`src/hw/rtl/assert_macros.svh`:
```
// Assertion macros used by the RTL of the ray clip block.
// Depends on nothing; the file that asserts includes it by name.
`ifndef ASSERT_MACROS_SVH
`define ASSERT_MACROS_SVH
`ifndef SYNTH
`define RCP_ASSERT(lbl, clk, rstn, prop, msg) \
    lbl: assert property (@(posedge clk) disable iff (!(rstn)) (prop)) else $error(msg);
`define RCP_NEVER(lbl, clk, rstn, cond, msg) \
    lbl: assert property (@(posedge clk) disable iff (!(rstn)) !(cond)) else $error(msg);
`else
`define RCP_ASSERT(lbl, clk, rstn, prop, msg)
`define RCP_NEVER(lbl, clk, rstn, cond, msg)
`endif
`endif

```
`src/hw/rtl/rcp_pkg.sv`:
```
// Package of the ray convex polyhedron clip block: widths, register indexes
// and the face and result transfer types. Depends on nothing.
package rcp_pkg;

    localparam int COORD_WIDTH         = 16;
    localparam int FRACTION_BITS       = 8;
    localparam int PARAM_FRACTION_BITS = 16;

    localparam int DIFF_W  = COORD_WIDTH + 1;
    localparam int NORM_W  = 2 * COORD_WIDTH + 4;
    localparam int NLO_W   = NORM_W / 2;
    localparam int SEG_W   = 16 + COORD_WIDTH + 1 - FRACTION_BITS;
    localparam int ACC_W   = NORM_W + SEG_W + 2;
    localparam int MUL_A_W = NLO_W + 1;
    localparam int MUL_B_W = SEG_W;
    localparam int HT_W    = PARAM_FRACTION_BITS + 1;
    localparam int QUO_W   = PARAM_FRACTION_BITS + 2;
    localparam int T_W     = PARAM_FRACTION_BITS + 3;
    localparam int THR_W   = 32;
    localparam int CFG_W   = 32;
    localparam int CFG_IDX_W = 3;

    localparam logic [CFG_IDX_W-1:0] CFG_ORIGIN_X    = 3'd0;
    localparam logic [CFG_IDX_W-1:0] CFG_ORIGIN_Y    = 3'd1;
    localparam logic [CFG_IDX_W-1:0] CFG_ORIGIN_Z    = 3'd2;
    localparam logic [CFG_IDX_W-1:0] CFG_DIRECTION_X = 3'd3;
    localparam logic [CFG_IDX_W-1:0] CFG_DIRECTION_Y = 3'd4;
    localparam logic [CFG_IDX_W-1:0] CFG_DIRECTION_Z = 3'd5;
    localparam logic [CFG_IDX_W-1:0] CFG_MAX_DIST    = 3'd6;
    localparam logic [CFG_IDX_W-1:0] CFG_PAR_THRESH  = 3'd7;

    typedef struct packed {
        logic signed [COORD_WIDTH-1:0] vertex_a_x;
        logic signed [COORD_WIDTH-1:0] vertex_a_y;
        logic signed [COORD_WIDTH-1:0] vertex_a_z;
        logic signed [COORD_WIDTH-1:0] vertex_b_x;
        logic signed [COORD_WIDTH-1:0] vertex_b_y;
        logic signed [COORD_WIDTH-1:0] vertex_b_z;
        logic signed [COORD_WIDTH-1:0] vertex_c_x;
        logic signed [COORD_WIDTH-1:0] vertex_c_y;
        logic signed [COORD_WIDTH-1:0] vertex_c_z;
        logic                          face_active;
        logic                          last_face;
    } face_t;

    typedef struct packed {
        logic                     hit;
        logic [HT_W-1:0]          hit_t;
        logic signed [NORM_W-1:0] normal_x;
        logic signed [NORM_W-1:0] normal_y;
        logic signed [NORM_W-1:0] normal_z;
    } clip_result_t;

endpackage

```
`src/hw/rtl/ray_convex_polyhedron_clip_top.sv`:
```
// Top level of the ray convex polyhedron clip block: one shared multiplier
// and accumulator under a step sequencer, then a restoring divider.
// Depends on rcp_pkg and assert_macros.svh.
//
//   channel  direction  handshake              payload
//   s_       in         s_valid / s_ready      face_t, one face
//   m_       out        m_valid / m_ready      clip_result_t, one per last face
//   cfg_     in         cfg_we                 cfg_index, cfg_wdata
//
// An active face, unless the query is already rejected, runs the multiply steps
// of the sequencer (cross product, segment, two dot products), a drain and a
// decision state; when a quotient is needed, a setup state, one divide step per
// parameter fraction bit unless the setup settles the quotient, and an update
// follow. Skipped faces go from accept straight to finish. Reset is synchronous and active low.
// The result register lets the next face in while a result waits.
`include "assert_macros.svh"

module ray_convex_polyhedron_clip_top
    import rcp_pkg::*;
(
    input  logic                 aclk,
    input  logic                 aresetn,
    input  logic                 s_valid,
    output logic                 s_ready,
    input  face_t                s_data,
    output logic                 m_valid,
    input  logic                 m_ready,
    output clip_result_t         m_data,
    input  logic                 cfg_we,
    input  logic [CFG_IDX_W-1:0] cfg_index,
    input  logic [CFG_W-1:0]     cfg_wdata
);

    typedef enum logic [2:0] {
        ST_IDLE, ST_MUL, ST_DRAIN, ST_DECIDE, ST_DIV_INIT, ST_DIV, ST_UPDATE, ST_FINISH
    } state_t;

    typedef enum logic [4:0] {
        S_UYVZ, S_UZVY, S_UZVX, S_UXVZ, S_UXVY, S_UYVX,
        S_MDX, S_MDY, S_MDZ,
        S_NXD_LO, S_NXD_HI, S_NYD_LO, S_NYD_HI, S_NZD_LO, S_NZD_HI,
        S_NXP_LO, S_NXP_HI, S_NYP_LO, S_NYP_HI, S_NZP_LO, S_NZP_HI
    } step_t;

    typedef enum logic [3:0] {
        DST_NONE, DST_NX, DST_NY, DST_NZ, DST_DX, DST_DY, DST_DZ, DST_DEN, DST_DIST
    } dest_t;

    typedef struct packed {
        logic  valid;
        logic  clear;
        logic  neg;
        logic  hi;
        dest_t dest;
    } acc_ctl_t;

    localparam int DIV_CNT_W = $clog2(PARAM_FRACTION_BITS + 1);
    localparam logic [DIV_CNT_W-1:0] DIV_LAST = DIV_CNT_W'(PARAM_FRACTION_BITS - 1);
    localparam logic [HT_W-1:0] PARAM_ONE = HT_W'(1) << PARAM_FRACTION_BITS;
    localparam logic [HT_W-1:0] HT_MAX = {HT_W{1'b1}};

    state_t state_reg;
    step_t step_reg;
    logic [DIV_CNT_W-1:0] div_cnt_reg;

    logic signed [COORD_WIDTH-1:0] origin_x_reg, origin_y_reg, origin_z_reg;
    logic signed [COORD_WIDTH-1:0] dir_x_reg, dir_y_reg, dir_z_reg;
    logic [15:0] max_dist_reg;
    logic [THR_W-1:0] thresh_reg;

    face_t item_reg;
    logic signed [NORM_W-1:0] nx_reg, ny_reg, nz_reg;
    logic signed [SEG_W-1:0] dx_reg, dy_reg, dz_reg;
    logic signed [ACC_W-1:0] den_reg, dist_reg, acc_reg;
    logic signed [MUL_A_W+MUL_B_W-1:0] prod_reg;
    acc_ctl_t ctl_reg;

    logic [ACC_W-1:0] num_reg, dvs_reg, rem_reg;
    logic [QUO_W-1:0] quo_reg;
    logic neg_reg;

    logic [HT_W-1:0] entry_reg, exit_reg;
    logic signed [NORM_W-1:0] enx_reg, eny_reg, enz_reg;
    logic rejected_reg;

    logic m_valid_reg;
    clip_result_t m_data_reg;

    logic signed [DIFF_W-1:0] ux, uy, uz, vx, vy, vz, px, py, pz;
    logic signed [MUL_A_W-1:0] op_a;
    logic signed [MUL_B_W-1:0] op_b;
    acc_ctl_t ctl_issue;
    logic signed [ACC_W-1:0] addend, acc_base, acc_next, seg_shift;

    logic [ACC_W-1:0] adenom, mag_dist;
    logic dist_pos;
    logic [ACC_W:0] rem_shift, dvs_twice;
    logic signed [T_W-1:0] t_val, entry_s, exit_s, new_exit;
    logic [HT_W-1:0] entry_new;
    logic emit;

    function automatic logic signed [MUL_A_W-1:0] n_lo(input logic signed [NORM_W-1:0] n);
        n_lo = $signed({1'b0, n[NLO_W-1:0]});
    endfunction

    function automatic logic signed [MUL_A_W-1:0] n_hi(input logic signed [NORM_W-1:0] n);
        n_hi = MUL_A_W'($signed(n[NORM_W-1:NLO_W]));
    endfunction

    always_comb begin
        ux = DIFF_W'(item_reg.vertex_b_x) - DIFF_W'(item_reg.vertex_a_x);
        uy = DIFF_W'(item_reg.vertex_b_y) - DIFF_W'(item_reg.vertex_a_y);
        uz = DIFF_W'(item_reg.vertex_b_z) - DIFF_W'(item_reg.vertex_a_z);
        vx = DIFF_W'(item_reg.vertex_c_x) - DIFF_W'(item_reg.vertex_a_x);
        vy = DIFF_W'(item_reg.vertex_c_y) - DIFF_W'(item_reg.vertex_a_y);
        vz = DIFF_W'(item_reg.vertex_c_z) - DIFF_W'(item_reg.vertex_a_z);
        px = DIFF_W'(origin_x_reg) - DIFF_W'(item_reg.vertex_a_x);
        py = DIFF_W'(origin_y_reg) - DIFF_W'(item_reg.vertex_a_y);
        pz = DIFF_W'(origin_z_reg) - DIFF_W'(item_reg.vertex_a_z);
    end

    always_comb begin
        op_a = '0;
        op_b = '0;
        ctl_issue = '{valid: (state_reg == ST_MUL), clear: 1'b1, neg: 1'b0, hi: 1'b0,
                      dest: DST_NONE};
        unique case (step_reg)
            S_UYVZ: begin op_a = MUL_A_W'(uy); op_b = MUL_B_W'(vz); end
            S_UZVY: begin
                op_a = MUL_A_W'(uz); op_b = MUL_B_W'(vy);
                ctl_issue.clear = 1'b0; ctl_issue.neg = 1'b1; ctl_issue.dest = DST_NX;
            end
            S_UZVX: begin op_a = MUL_A_W'(uz); op_b = MUL_B_W'(vx); end
            S_UXVZ: begin
                op_a = MUL_A_W'(ux); op_b = MUL_B_W'(vz);
                ctl_issue.clear = 1'b0; ctl_issue.neg = 1'b1; ctl_issue.dest = DST_NY;
            end
            S_UXVY: begin op_a = MUL_A_W'(ux); op_b = MUL_B_W'(vy); end
            S_UYVX: begin
                op_a = MUL_A_W'(uy); op_b = MUL_B_W'(vx);
                ctl_issue.clear = 1'b0; ctl_issue.neg = 1'b1; ctl_issue.dest = DST_NZ;
            end
            S_MDX: begin
                op_a = MUL_A_W'($signed({1'b0, max_dist_reg}));
                op_b = MUL_B_W'(dir_x_reg); ctl_issue.dest = DST_DX;
            end
            S_MDY: begin
                op_a = MUL_A_W'($signed({1'b0, max_dist_reg}));
                op_b = MUL_B_W'(dir_y_reg); ctl_issue.dest = DST_DY;
            end
            S_MDZ: begin
                op_a = MUL_A_W'($signed({1'b0, max_dist_reg}));
                op_b = MUL_B_W'(dir_z_reg); ctl_issue.dest = DST_DZ;
            end
            S_NXD_LO: begin op_a = n_lo(nx_reg); op_b = dx_reg; end
            S_NXD_HI: begin
                op_a = n_hi(nx_reg); op_b = dx_reg;
                ctl_issue.clear = 1'b0; ctl_issue.hi = 1'b1;
            end
            S_NYD_LO: begin op_a = n_lo(ny_reg); op_b = dy_reg; ctl_issue.clear = 1'b0; end
            S_NYD_HI: begin
                op_a = n_hi(ny_reg); op_b = dy_reg;
                ctl_issue.clear = 1'b0; ctl_issue.hi = 1'b1;
            end
            S_NZD_LO: begin op_a = n_lo(nz_reg); op_b = dz_reg; ctl_issue.clear = 1'b0; end
            S_NZD_HI: begin
                op_a = n_hi(nz_reg); op_b = dz_reg;
                ctl_issue.clear = 1'b0; ctl_issue.hi = 1'b1; ctl_issue.dest = DST_DEN;
            end
            S_NXP_LO: begin op_a = n_lo(nx_reg); op_b = MUL_B_W'(px); end
            S_NXP_HI: begin
                op_a = n_hi(nx_reg); op_b = MUL_B_W'(px);
                ctl_issue.clear = 1'b0; ctl_issue.hi = 1'b1;
            end
            S_NYP_LO: begin
                op_a = n_lo(ny_reg); op_b = MUL_B_W'(py); ctl_issue.clear = 1'b0;
            end
            S_NYP_HI: begin
                op_a = n_hi(ny_reg); op_b = MUL_B_W'(py);
                ctl_issue.clear = 1'b0; ctl_issue.hi = 1'b1;
            end
            S_NZP_LO: begin
                op_a = n_lo(nz_reg); op_b = MUL_B_W'(pz); ctl_issue.clear = 1'b0;
            end
            S_NZP_HI: begin
                op_a = n_hi(nz_reg); op_b = MUL_B_W'(pz);
                ctl_issue.clear = 1'b0; ctl_issue.hi = 1'b1; ctl_issue.dest = DST_DIST;
            end
            default: ctl_issue.valid = 1'b0;
        endcase
    end

    always_comb begin
        addend = ctl_reg.hi ? (ACC_W'(prod_reg) <<< NLO_W) : ACC_W'(prod_reg);
        acc_base = ctl_reg.clear ? '0 : acc_reg;
        acc_next = ctl_reg.neg ? acc_base - addend : acc_base + addend;
        seg_shift = acc_next >>> FRACTION_BITS;
    end

    always_comb begin
        adenom = den_reg[ACC_W-1] ? ACC_W'(-den_reg) : ACC_W'(den_reg);
        mag_dist = dist_reg[ACC_W-1] ? ACC_W'(-dist_reg) : ACC_W'(dist_reg);
        dist_pos = !dist_reg[ACC_W-1] && (dist_reg != '0);
        dvs_twice = {dvs_reg, 1'b0};
        rem_shift = {rem_reg, 1'b0};
        if (neg_reg) begin
            t_val = (quo_reg > QUO_W'(PARAM_ONE)) ? -T_W'(PARAM_ONE) : -T_W'(quo_reg);
        end else begin
            t_val = T_W'(quo_reg);
        end
        entry_s = T_W'(entry_reg);
        exit_s = T_W'(exit_reg);
        if (t_val > entry_s) begin
            entry_new = (t_val > T_W'(HT_MAX)) ? HT_MAX : t_val[HT_W-1:0];
        end else begin
            entry_new = entry_reg;
        end
        new_exit = (t_val < exit_s) ? t_val : exit_s;
    end

    assign emit = (state_reg == ST_FINISH) && item_reg.last_face && (!m_valid_reg || m_ready);
    assign s_ready = (state_reg == ST_IDLE);
    assign m_valid = m_valid_reg;
    assign m_data = m_data_reg;

    always_ff @(posedge aclk) begin
        prod_reg <= op_a * op_b;
        if (ctl_reg.valid) begin
            acc_reg <= acc_next;
            unique case (ctl_reg.dest)
                DST_NX:   nx_reg <= acc_next[NORM_W-1:0];
                DST_NY:   ny_reg <= acc_next[NORM_W-1:0];
                DST_NZ:   nz_reg <= acc_next[NORM_W-1:0];
                DST_DX:   dx_reg <= seg_shift[SEG_W-1:0];
                DST_DY:   dy_reg <= seg_shift[SEG_W-1:0];
                DST_DZ:   dz_reg <= seg_shift[SEG_W-1:0];
                DST_DEN:  den_reg <= acc_next;
                DST_DIST: dist_reg <= acc_next;
                default: ;
            endcase
        end
        if (s_valid && s_ready) begin
            item_reg <= s_data;
        end

        if (!aresetn) begin
            state_reg <= ST_IDLE;
            step_reg <= S_UYVZ;
            div_cnt_reg <= '0;
            ctl_reg <= '{valid: 1'b0, clear: 1'b0, neg: 1'b0, hi: 1'b0, dest: DST_NONE};
            origin_x_reg <= '0;
            origin_y_reg <= '0;
            origin_z_reg <= '0;
            dir_x_reg <= '0;
            dir_y_reg <= '0;
            dir_z_reg <= COORD_WIDTH'(256);
            max_dist_reg <= 16'd256;
            thresh_reg <= THR_W'(1);
            entry_reg <= '0;
            exit_reg <= PARAM_ONE;
            enx_reg <= '0;
            eny_reg <= '0;
            enz_reg <= '0;
            rejected_reg <= 1'b0;
            m_valid_reg <= 1'b0;
        end else begin
            ctl_reg <= ctl_issue;

            if (cfg_we) begin
                unique case (cfg_index)
                    CFG_ORIGIN_X:    origin_x_reg <= cfg_wdata[COORD_WIDTH-1:0];
                    CFG_ORIGIN_Y:    origin_y_reg <= cfg_wdata[COORD_WIDTH-1:0];
                    CFG_ORIGIN_Z:    origin_z_reg <= cfg_wdata[COORD_WIDTH-1:0];
                    CFG_DIRECTION_X: dir_x_reg <= cfg_wdata[COORD_WIDTH-1:0];
                    CFG_DIRECTION_Y: dir_y_reg <= cfg_wdata[COORD_WIDTH-1:0];
                    CFG_DIRECTION_Z: dir_z_reg <= cfg_wdata[COORD_WIDTH-1:0];
                    CFG_MAX_DIST:    max_dist_reg <= cfg_wdata[15:0];
                    CFG_PAR_THRESH:  thresh_reg <= cfg_wdata[THR_W-1:0];
                    default: ;
                endcase
            end

            if (m_valid_reg && m_ready && !emit) begin
                m_valid_reg <= 1'b0;
            end

            unique case (state_reg)
                ST_IDLE: begin
                    if (s_valid) begin
                        step_reg <= S_UYVZ;
                        state_reg <= (s_data.face_active && !rejected_reg) ? ST_MUL : ST_FINISH;
                    end
                end
                ST_MUL: begin
                    step_reg <= step_t'(step_reg + 5'd1);
                    if (step_reg == S_NZP_HI) begin
                        state_reg <= ST_DRAIN;
                    end
                end
                ST_DRAIN: state_reg <= ST_DECIDE;
                ST_DECIDE: begin
                    num_reg <= mag_dist;
                    dvs_reg <= adenom;
                    if (adenom < ACC_W'(thresh_reg) && dist_pos) begin
                        rejected_reg <= 1'b1;
                        state_reg <= ST_FINISH;
                    end else if (adenom <= ACC_W'(thresh_reg) || den_reg == '0) begin
                        state_reg <= ST_FINISH;
                    end else begin
                        state_reg <= ST_DIV_INIT;
                    end
                end
                ST_DIV_INIT: begin
                    div_cnt_reg <= '0;
                    neg_reg <= (dist_pos == !den_reg[ACC_W-1]) && (dist_reg != '0);
                    if (dist_reg == '0) begin
                        quo_reg <= '0;
                        state_reg <= ST_UPDATE;
                    end else if ({1'b0, num_reg} >= dvs_twice) begin
                        quo_reg <= QUO_W'(PARAM_ONE) << 1;
                        state_reg <= ST_UPDATE;
                    end else if (num_reg >= dvs_reg) begin
                        quo_reg <= QUO_W'(1);
                        rem_reg <= num_reg - dvs_reg;
                        state_reg <= ST_DIV;
                    end else begin
                        quo_reg <= '0;
                        rem_reg <= num_reg;
                        state_reg <= ST_DIV;
                    end
                end
                ST_DIV: begin
                    if (rem_shift >= {1'b0, dvs_reg}) begin
                        rem_reg <= ACC_W'(rem_shift - {1'b0, dvs_reg});
                        quo_reg <= {quo_reg[QUO_W-2:0], 1'b1};
                    end else begin
                        rem_reg <= rem_shift[ACC_W-1:0];
                        quo_reg <= {quo_reg[QUO_W-2:0], 1'b0};
                    end
                    div_cnt_reg <= div_cnt_reg + DIV_CNT_W'(1);
                    if (div_cnt_reg == DIV_LAST) begin
                        state_reg <= ST_UPDATE;
                    end
                end
                ST_UPDATE: begin
                    if (den_reg[ACC_W-1]) begin
                        if (t_val > entry_s) begin
                            enx_reg <= nx_reg;
                            eny_reg <= ny_reg;
                            enz_reg <= nz_reg;
                        end
                        entry_reg <= entry_new;
                        if (entry_new > exit_reg) begin
                            rejected_reg <= 1'b1;
                        end
                    end else begin
                        if (entry_s > new_exit) begin
                            rejected_reg <= 1'b1;
                        end
                        exit_reg <= new_exit[T_W-1] ? '0 : new_exit[HT_W-1:0];
                    end
                    state_reg <= ST_FINISH;
                end
                ST_FINISH: begin
                    if (!item_reg.last_face) begin
                        state_reg <= ST_IDLE;
                    end else if (emit) begin
                        m_valid_reg <= 1'b1;
                        if (rejected_reg) begin
                            m_data_reg <= '0;
                        end else begin
                            m_data_reg <= '{hit: 1'b1, hit_t: entry_reg, normal_x: enx_reg,
                                            normal_y: eny_reg, normal_z: enz_reg};
                        end
                        entry_reg <= '0;
                        exit_reg <= PARAM_ONE;
                        enx_reg <= '0;
                        eny_reg <= '0;
                        enz_reg <= '0;
                        rejected_reg <= 1'b0;
                        state_reg <= ST_IDLE;
                    end
                end
                default: state_reg <= ST_IDLE;
            endcase
        end
    end

    `RCP_ASSERT(a_entry_le_exit, aclk, aresetn, !rejected_reg |-> entry_reg <= exit_reg,
        "entry passed exit without rejection")
    `RCP_ASSERT(a_clear_after_emit, aclk, aresetn,
        emit |=> (entry_reg == '0 && !rejected_reg && exit_reg == PARAM_ONE),
        "query state not cleared after a result")
    `RCP_ASSERT(a_miss_is_zero, aclk, aresetn,
        (m_valid && !m_data.hit) |-> (m_data.hit_t == '0 && m_data.normal_x == '0),
        "rejected result carries data")
    `RCP_NEVER(a_busy_no_ready, aclk, aresetn, s_ready && m_valid_reg && emit,
        "emit while input port is open")

endmodule
```
`config.mk`:
```
export PLATFORM = sky130hd
export DESIGN_NAME = ray_convex_polyhedron_clip_top
export DESIGN_NICKNAME = d
export VERILOG_FILES = /design/src/hw/rtl/rcp_pkg.sv /design/src/hw/rtl/ray_convex_polyhedron_clip_top.sv
export VERILOG_INCLUDE_DIRS = /design/src /design/src/hw/rtl
export SDC_FILE = /design/constraint.sdc
export NUM_CORES = 2
export LEC_CHECK = 0
export BUFFER_PORTS_ARGS = -buffer_cell sky130_fd_sc_hd__buf_2
export CAP_MARGIN = 0
export CORE_MARGIN = 8
export CORE_UTILIZATION = 52
export CTS_BUF_LIST = sky130_fd_sc_hd__clkbuf_16
export CTS_CLUSTER_SIZE = 8
export DETAILED_ROUTE_END_ITERATION = 8
export MAX_ROUTING_LAYER = met4
export PLACE_DENSITY = 0.69
export SKIP_CTS_REPAIR_TIMING = 1
export SYNTH_ARGS = -nofsm -noshare
export SYNTH_HDL_FRONTEND = slang
export SYNTH_SLANG_ARGS = --single-unit
```
`constraint.sdc`:
```
create_clock -name aclk -period 13.5 [get_ports aclk]
set_clock_uncertainty 0.05 [all_clocks]
set_input_delay 0.675 -clock aclk [delete_from_list [all_inputs] [get_ports aclk]]
set_output_delay 0.675 -clock aclk [all_outputs]
set_load 0.01 [all_outputs]
```
==> impl_metrics.toml <==
[status]
status = "finished with violations"
failed_checks = "design-rule violations"

[synthesis]
synth-main-ff-cell = "edfxtp_1"
synth_compound_area_share_pct = 15.6
synthTopCellsByArea = "edfxtp_1 (30%), fa_1 (11%), ha_1 (9.1%), dfxtp_1 (8.2%), nand2_1 (4.3%)"
syn_nets = 10220
ys_ff_latch = 1204
yosysSeqAreaShare_pct = 37.7
synth-edff-count = 851
synthXorXnorAreaFrac_pct = 4.75
synth_top_area_share_pct = 29.6
synth_area_per_cell_um2 = 9.69
async_reset_ff_share_pct = 0
synth.area.mux_share_pct = 1.12
synthAdderAreaFrac_pct = 20.3
yosysWarnings = 0
syn-cell-area_um2 = 86500
synth_top_family_by_area = "adder cells"
ys_types = 89
syn_inst = 8921
synth_top_area_cell = "edfxtp_1"
synthSimpleGateAreaFrac_pct = 15.2

[detailed_routing]
ant_nets = 0
drt-initial-drc-count = 7735
routedWlPerCell_um = 24.5
drtPass1Iterations = 9
drc = 2
routed_wl_mm = 284
via_per_inst = 6.05
num_vias = 70330

[timing]
min_period_over_period_pct = 84.9
hold_violations = 0
max-slew-margin-rel_pct = 5.84
maxSlewViolCount = 0
max_freq_ghz = 0.0872
setup_violations = 0
tns_ps = 0
period_needed_ps = 11470
holdWs_ps = 30.4
rsz0062_at_grt = "no"
worst_pin_slew_ps = 1400

[grt]
grt_pass1_wl_mm = 420
antenna_found_initial = 14
track_usage_pct = 31.2
grt_max_degree = 95
grt_pass1_vias = 68321
gr-total-overflow = 0

[floorplan]
die_area_um2 = 180000
ios = 314
core-area_um2 = 165000
row_count = 149
die_w_um = 424
initial_utilization_pct = 52.4
die_h_um = 424

[cts]
cts_sinks = 1204
cts_made_buffers = 171
htree_levels = 4
cts_max_path_buffers = 3
path_clk_slew_ps = 60
cts_root_buf = "clkbuf_16"
clock_latency_ps = 850
cts_tree = "yes"

[worst_setup_path]
crit_path_start_kind = "register"
crit_top_cell = "fa_1"
endpoint_kind = "register"
cp_max_fo = 18
slowest_stage = "fa_1"
cp_data_arrival_time_ps = 12070
critPathKind = "reg -> reg"
required_ps = 14100
max_stage_delay_ps = 1030

[finish]
syn2layout_area_growth_pct = 12.4
fin_nets = 10579
final_cell_count_no_fill = 11621
utilization_pct = 58.9
largest_reg_flops = 145
seq_area_um2 = 32600
multi_input_area_um2 = 49600
layout-drive-gt1-share_pct = 8.07
fillers = 14082

[placed_design]
port_buffers = 313
hpwl_mm = 216
dp_cells = 11156
gp_congestion = 0.977

[hold_path]
hp-class = "in -> reg"

[job]
maxCapViolCount = 0
placed cells by master (no fill, tap or decap), types with 39 or more instances in the layout:
cell / n
dfxtp_1: 348
xnor2_1: 301
a22o_1: 124
o21a_1: 68
and3_1: 60
nor2_1: 636
and2_1: 59
edfxtp_1: 851
ha_1: 629
clkbuf_16: 171
a31oi_1: 97
buf_4: 121
nand2b_1: 107
a21oi_1: 617
a222oi_1: 40
nand3_1: 137
or2_2: 39
fa_1: 484
nand4_1: 98
o21bai_1: 43
a21o_1: 191
dlygate4sd3_1: 140
a211oi_1: 84
inv_1: 933
nor3_1: 169
o21ai_0: 320
o31ai_1: 62
xor2_1: 155
or3_1: 52
nand2_1: 995
buf_2: 314
nor2b_1: 259
mux2i_1: 83
area by class of cell:
class                      count  area share [%]
clock inverter               137           0.921
tap                         2189            2.82
clock buffer                 171            4.40
multi-input combinational   6504            51.0
antenna                       17          0.0438
sequential                  1204            33.6
inverter                     824            3.19
timing repair buffer         575            4.00
path summary, 6_finish.rpt:
| path | endpoint | slack, ps | depth (start not counted) | start |
|---|---|---|---|---|
| worst max-delay path | prod_reg[43] | 2030 | 35 | item_reg[130] |
| worst min-delay path | item_reg[38] | 30 | 1 | s_data[38] |
| worst max register to register | prod_reg[43] | 2030 | 35 | item_reg[130] |
| worst min register to register | max_dist_reg[14] | 400 | 2 | max_dist_reg[14] |
routing by layer:
layer | global-route usage [%] | up-vias | routed length [um]
li1 | - | 32229 | -
met1 | 40.8 | 34405 | 118000
met2 | 48.8 | 3125 | 131000
met3 | 4.71 | 571 | 21800
met4 | 13.3 | 0 | 13600
met5 | - | - | 0
critical path: cells and delay by family, from the launching register on:
| family | cells | cell delay [ps] |
|---|---|---|
| adder cells (fa/ha/maj) | 10 | 4700 |
| AO/OA/AOI/OAI | 12 | 3770 |
| AND/OR/NAND/NOR | 5 | 1360 |
| XOR/XNOR | 1 | 120 |
| buffers and inverters | 7 | 870 |
| flip-flops | 1 | 380 |
cells in the mapped netlist (174+ instances only):
library cell / count
o21ai_0: 321
dfxtp_1: 353
clkbuf_1: 344
nor3_1: 174
xnor2_1: 307
a21o_1: 191
nor2_1: 649
inv_1: 822
nor2b_1: 259
a21oi_1: 617
nand2_1: 995
edfxtp_1: 851
fa_1: 484
ha_1: 629
cell families (layout without fill, tap and decap cells):
| kind of cell | Yosys count | count (layout) |
|---|---|---|
| muxes | 95 | 95 |
| other | 0 | 17 |
| adders and majority gates | 1113 | 1113 |
| xor gates and xnor gates | 469 | 469 |
| DFF | 1204 | 1204 |
| and+or+nand+nor | 2788 | 2788 |
| buffers and inverters | 1213 | 1707 |
| AOI/OAI and AO/OA | 2039 | 2039 |
per-stage QoR:
stage / setup slack, ps / cell area (um2)
after detailed placement: 2160 / 90500
after global routing: 1290 / 97100
after floorplan: 2830 / 86500
final: 2030 / 97100
after CTS: 2060 / 95700
after global placement: 2180 / 90500
Power is left out: the tool's default activity adds up to more than one toggle a clock period on the data nets, which glitch-free logic cannot reach.
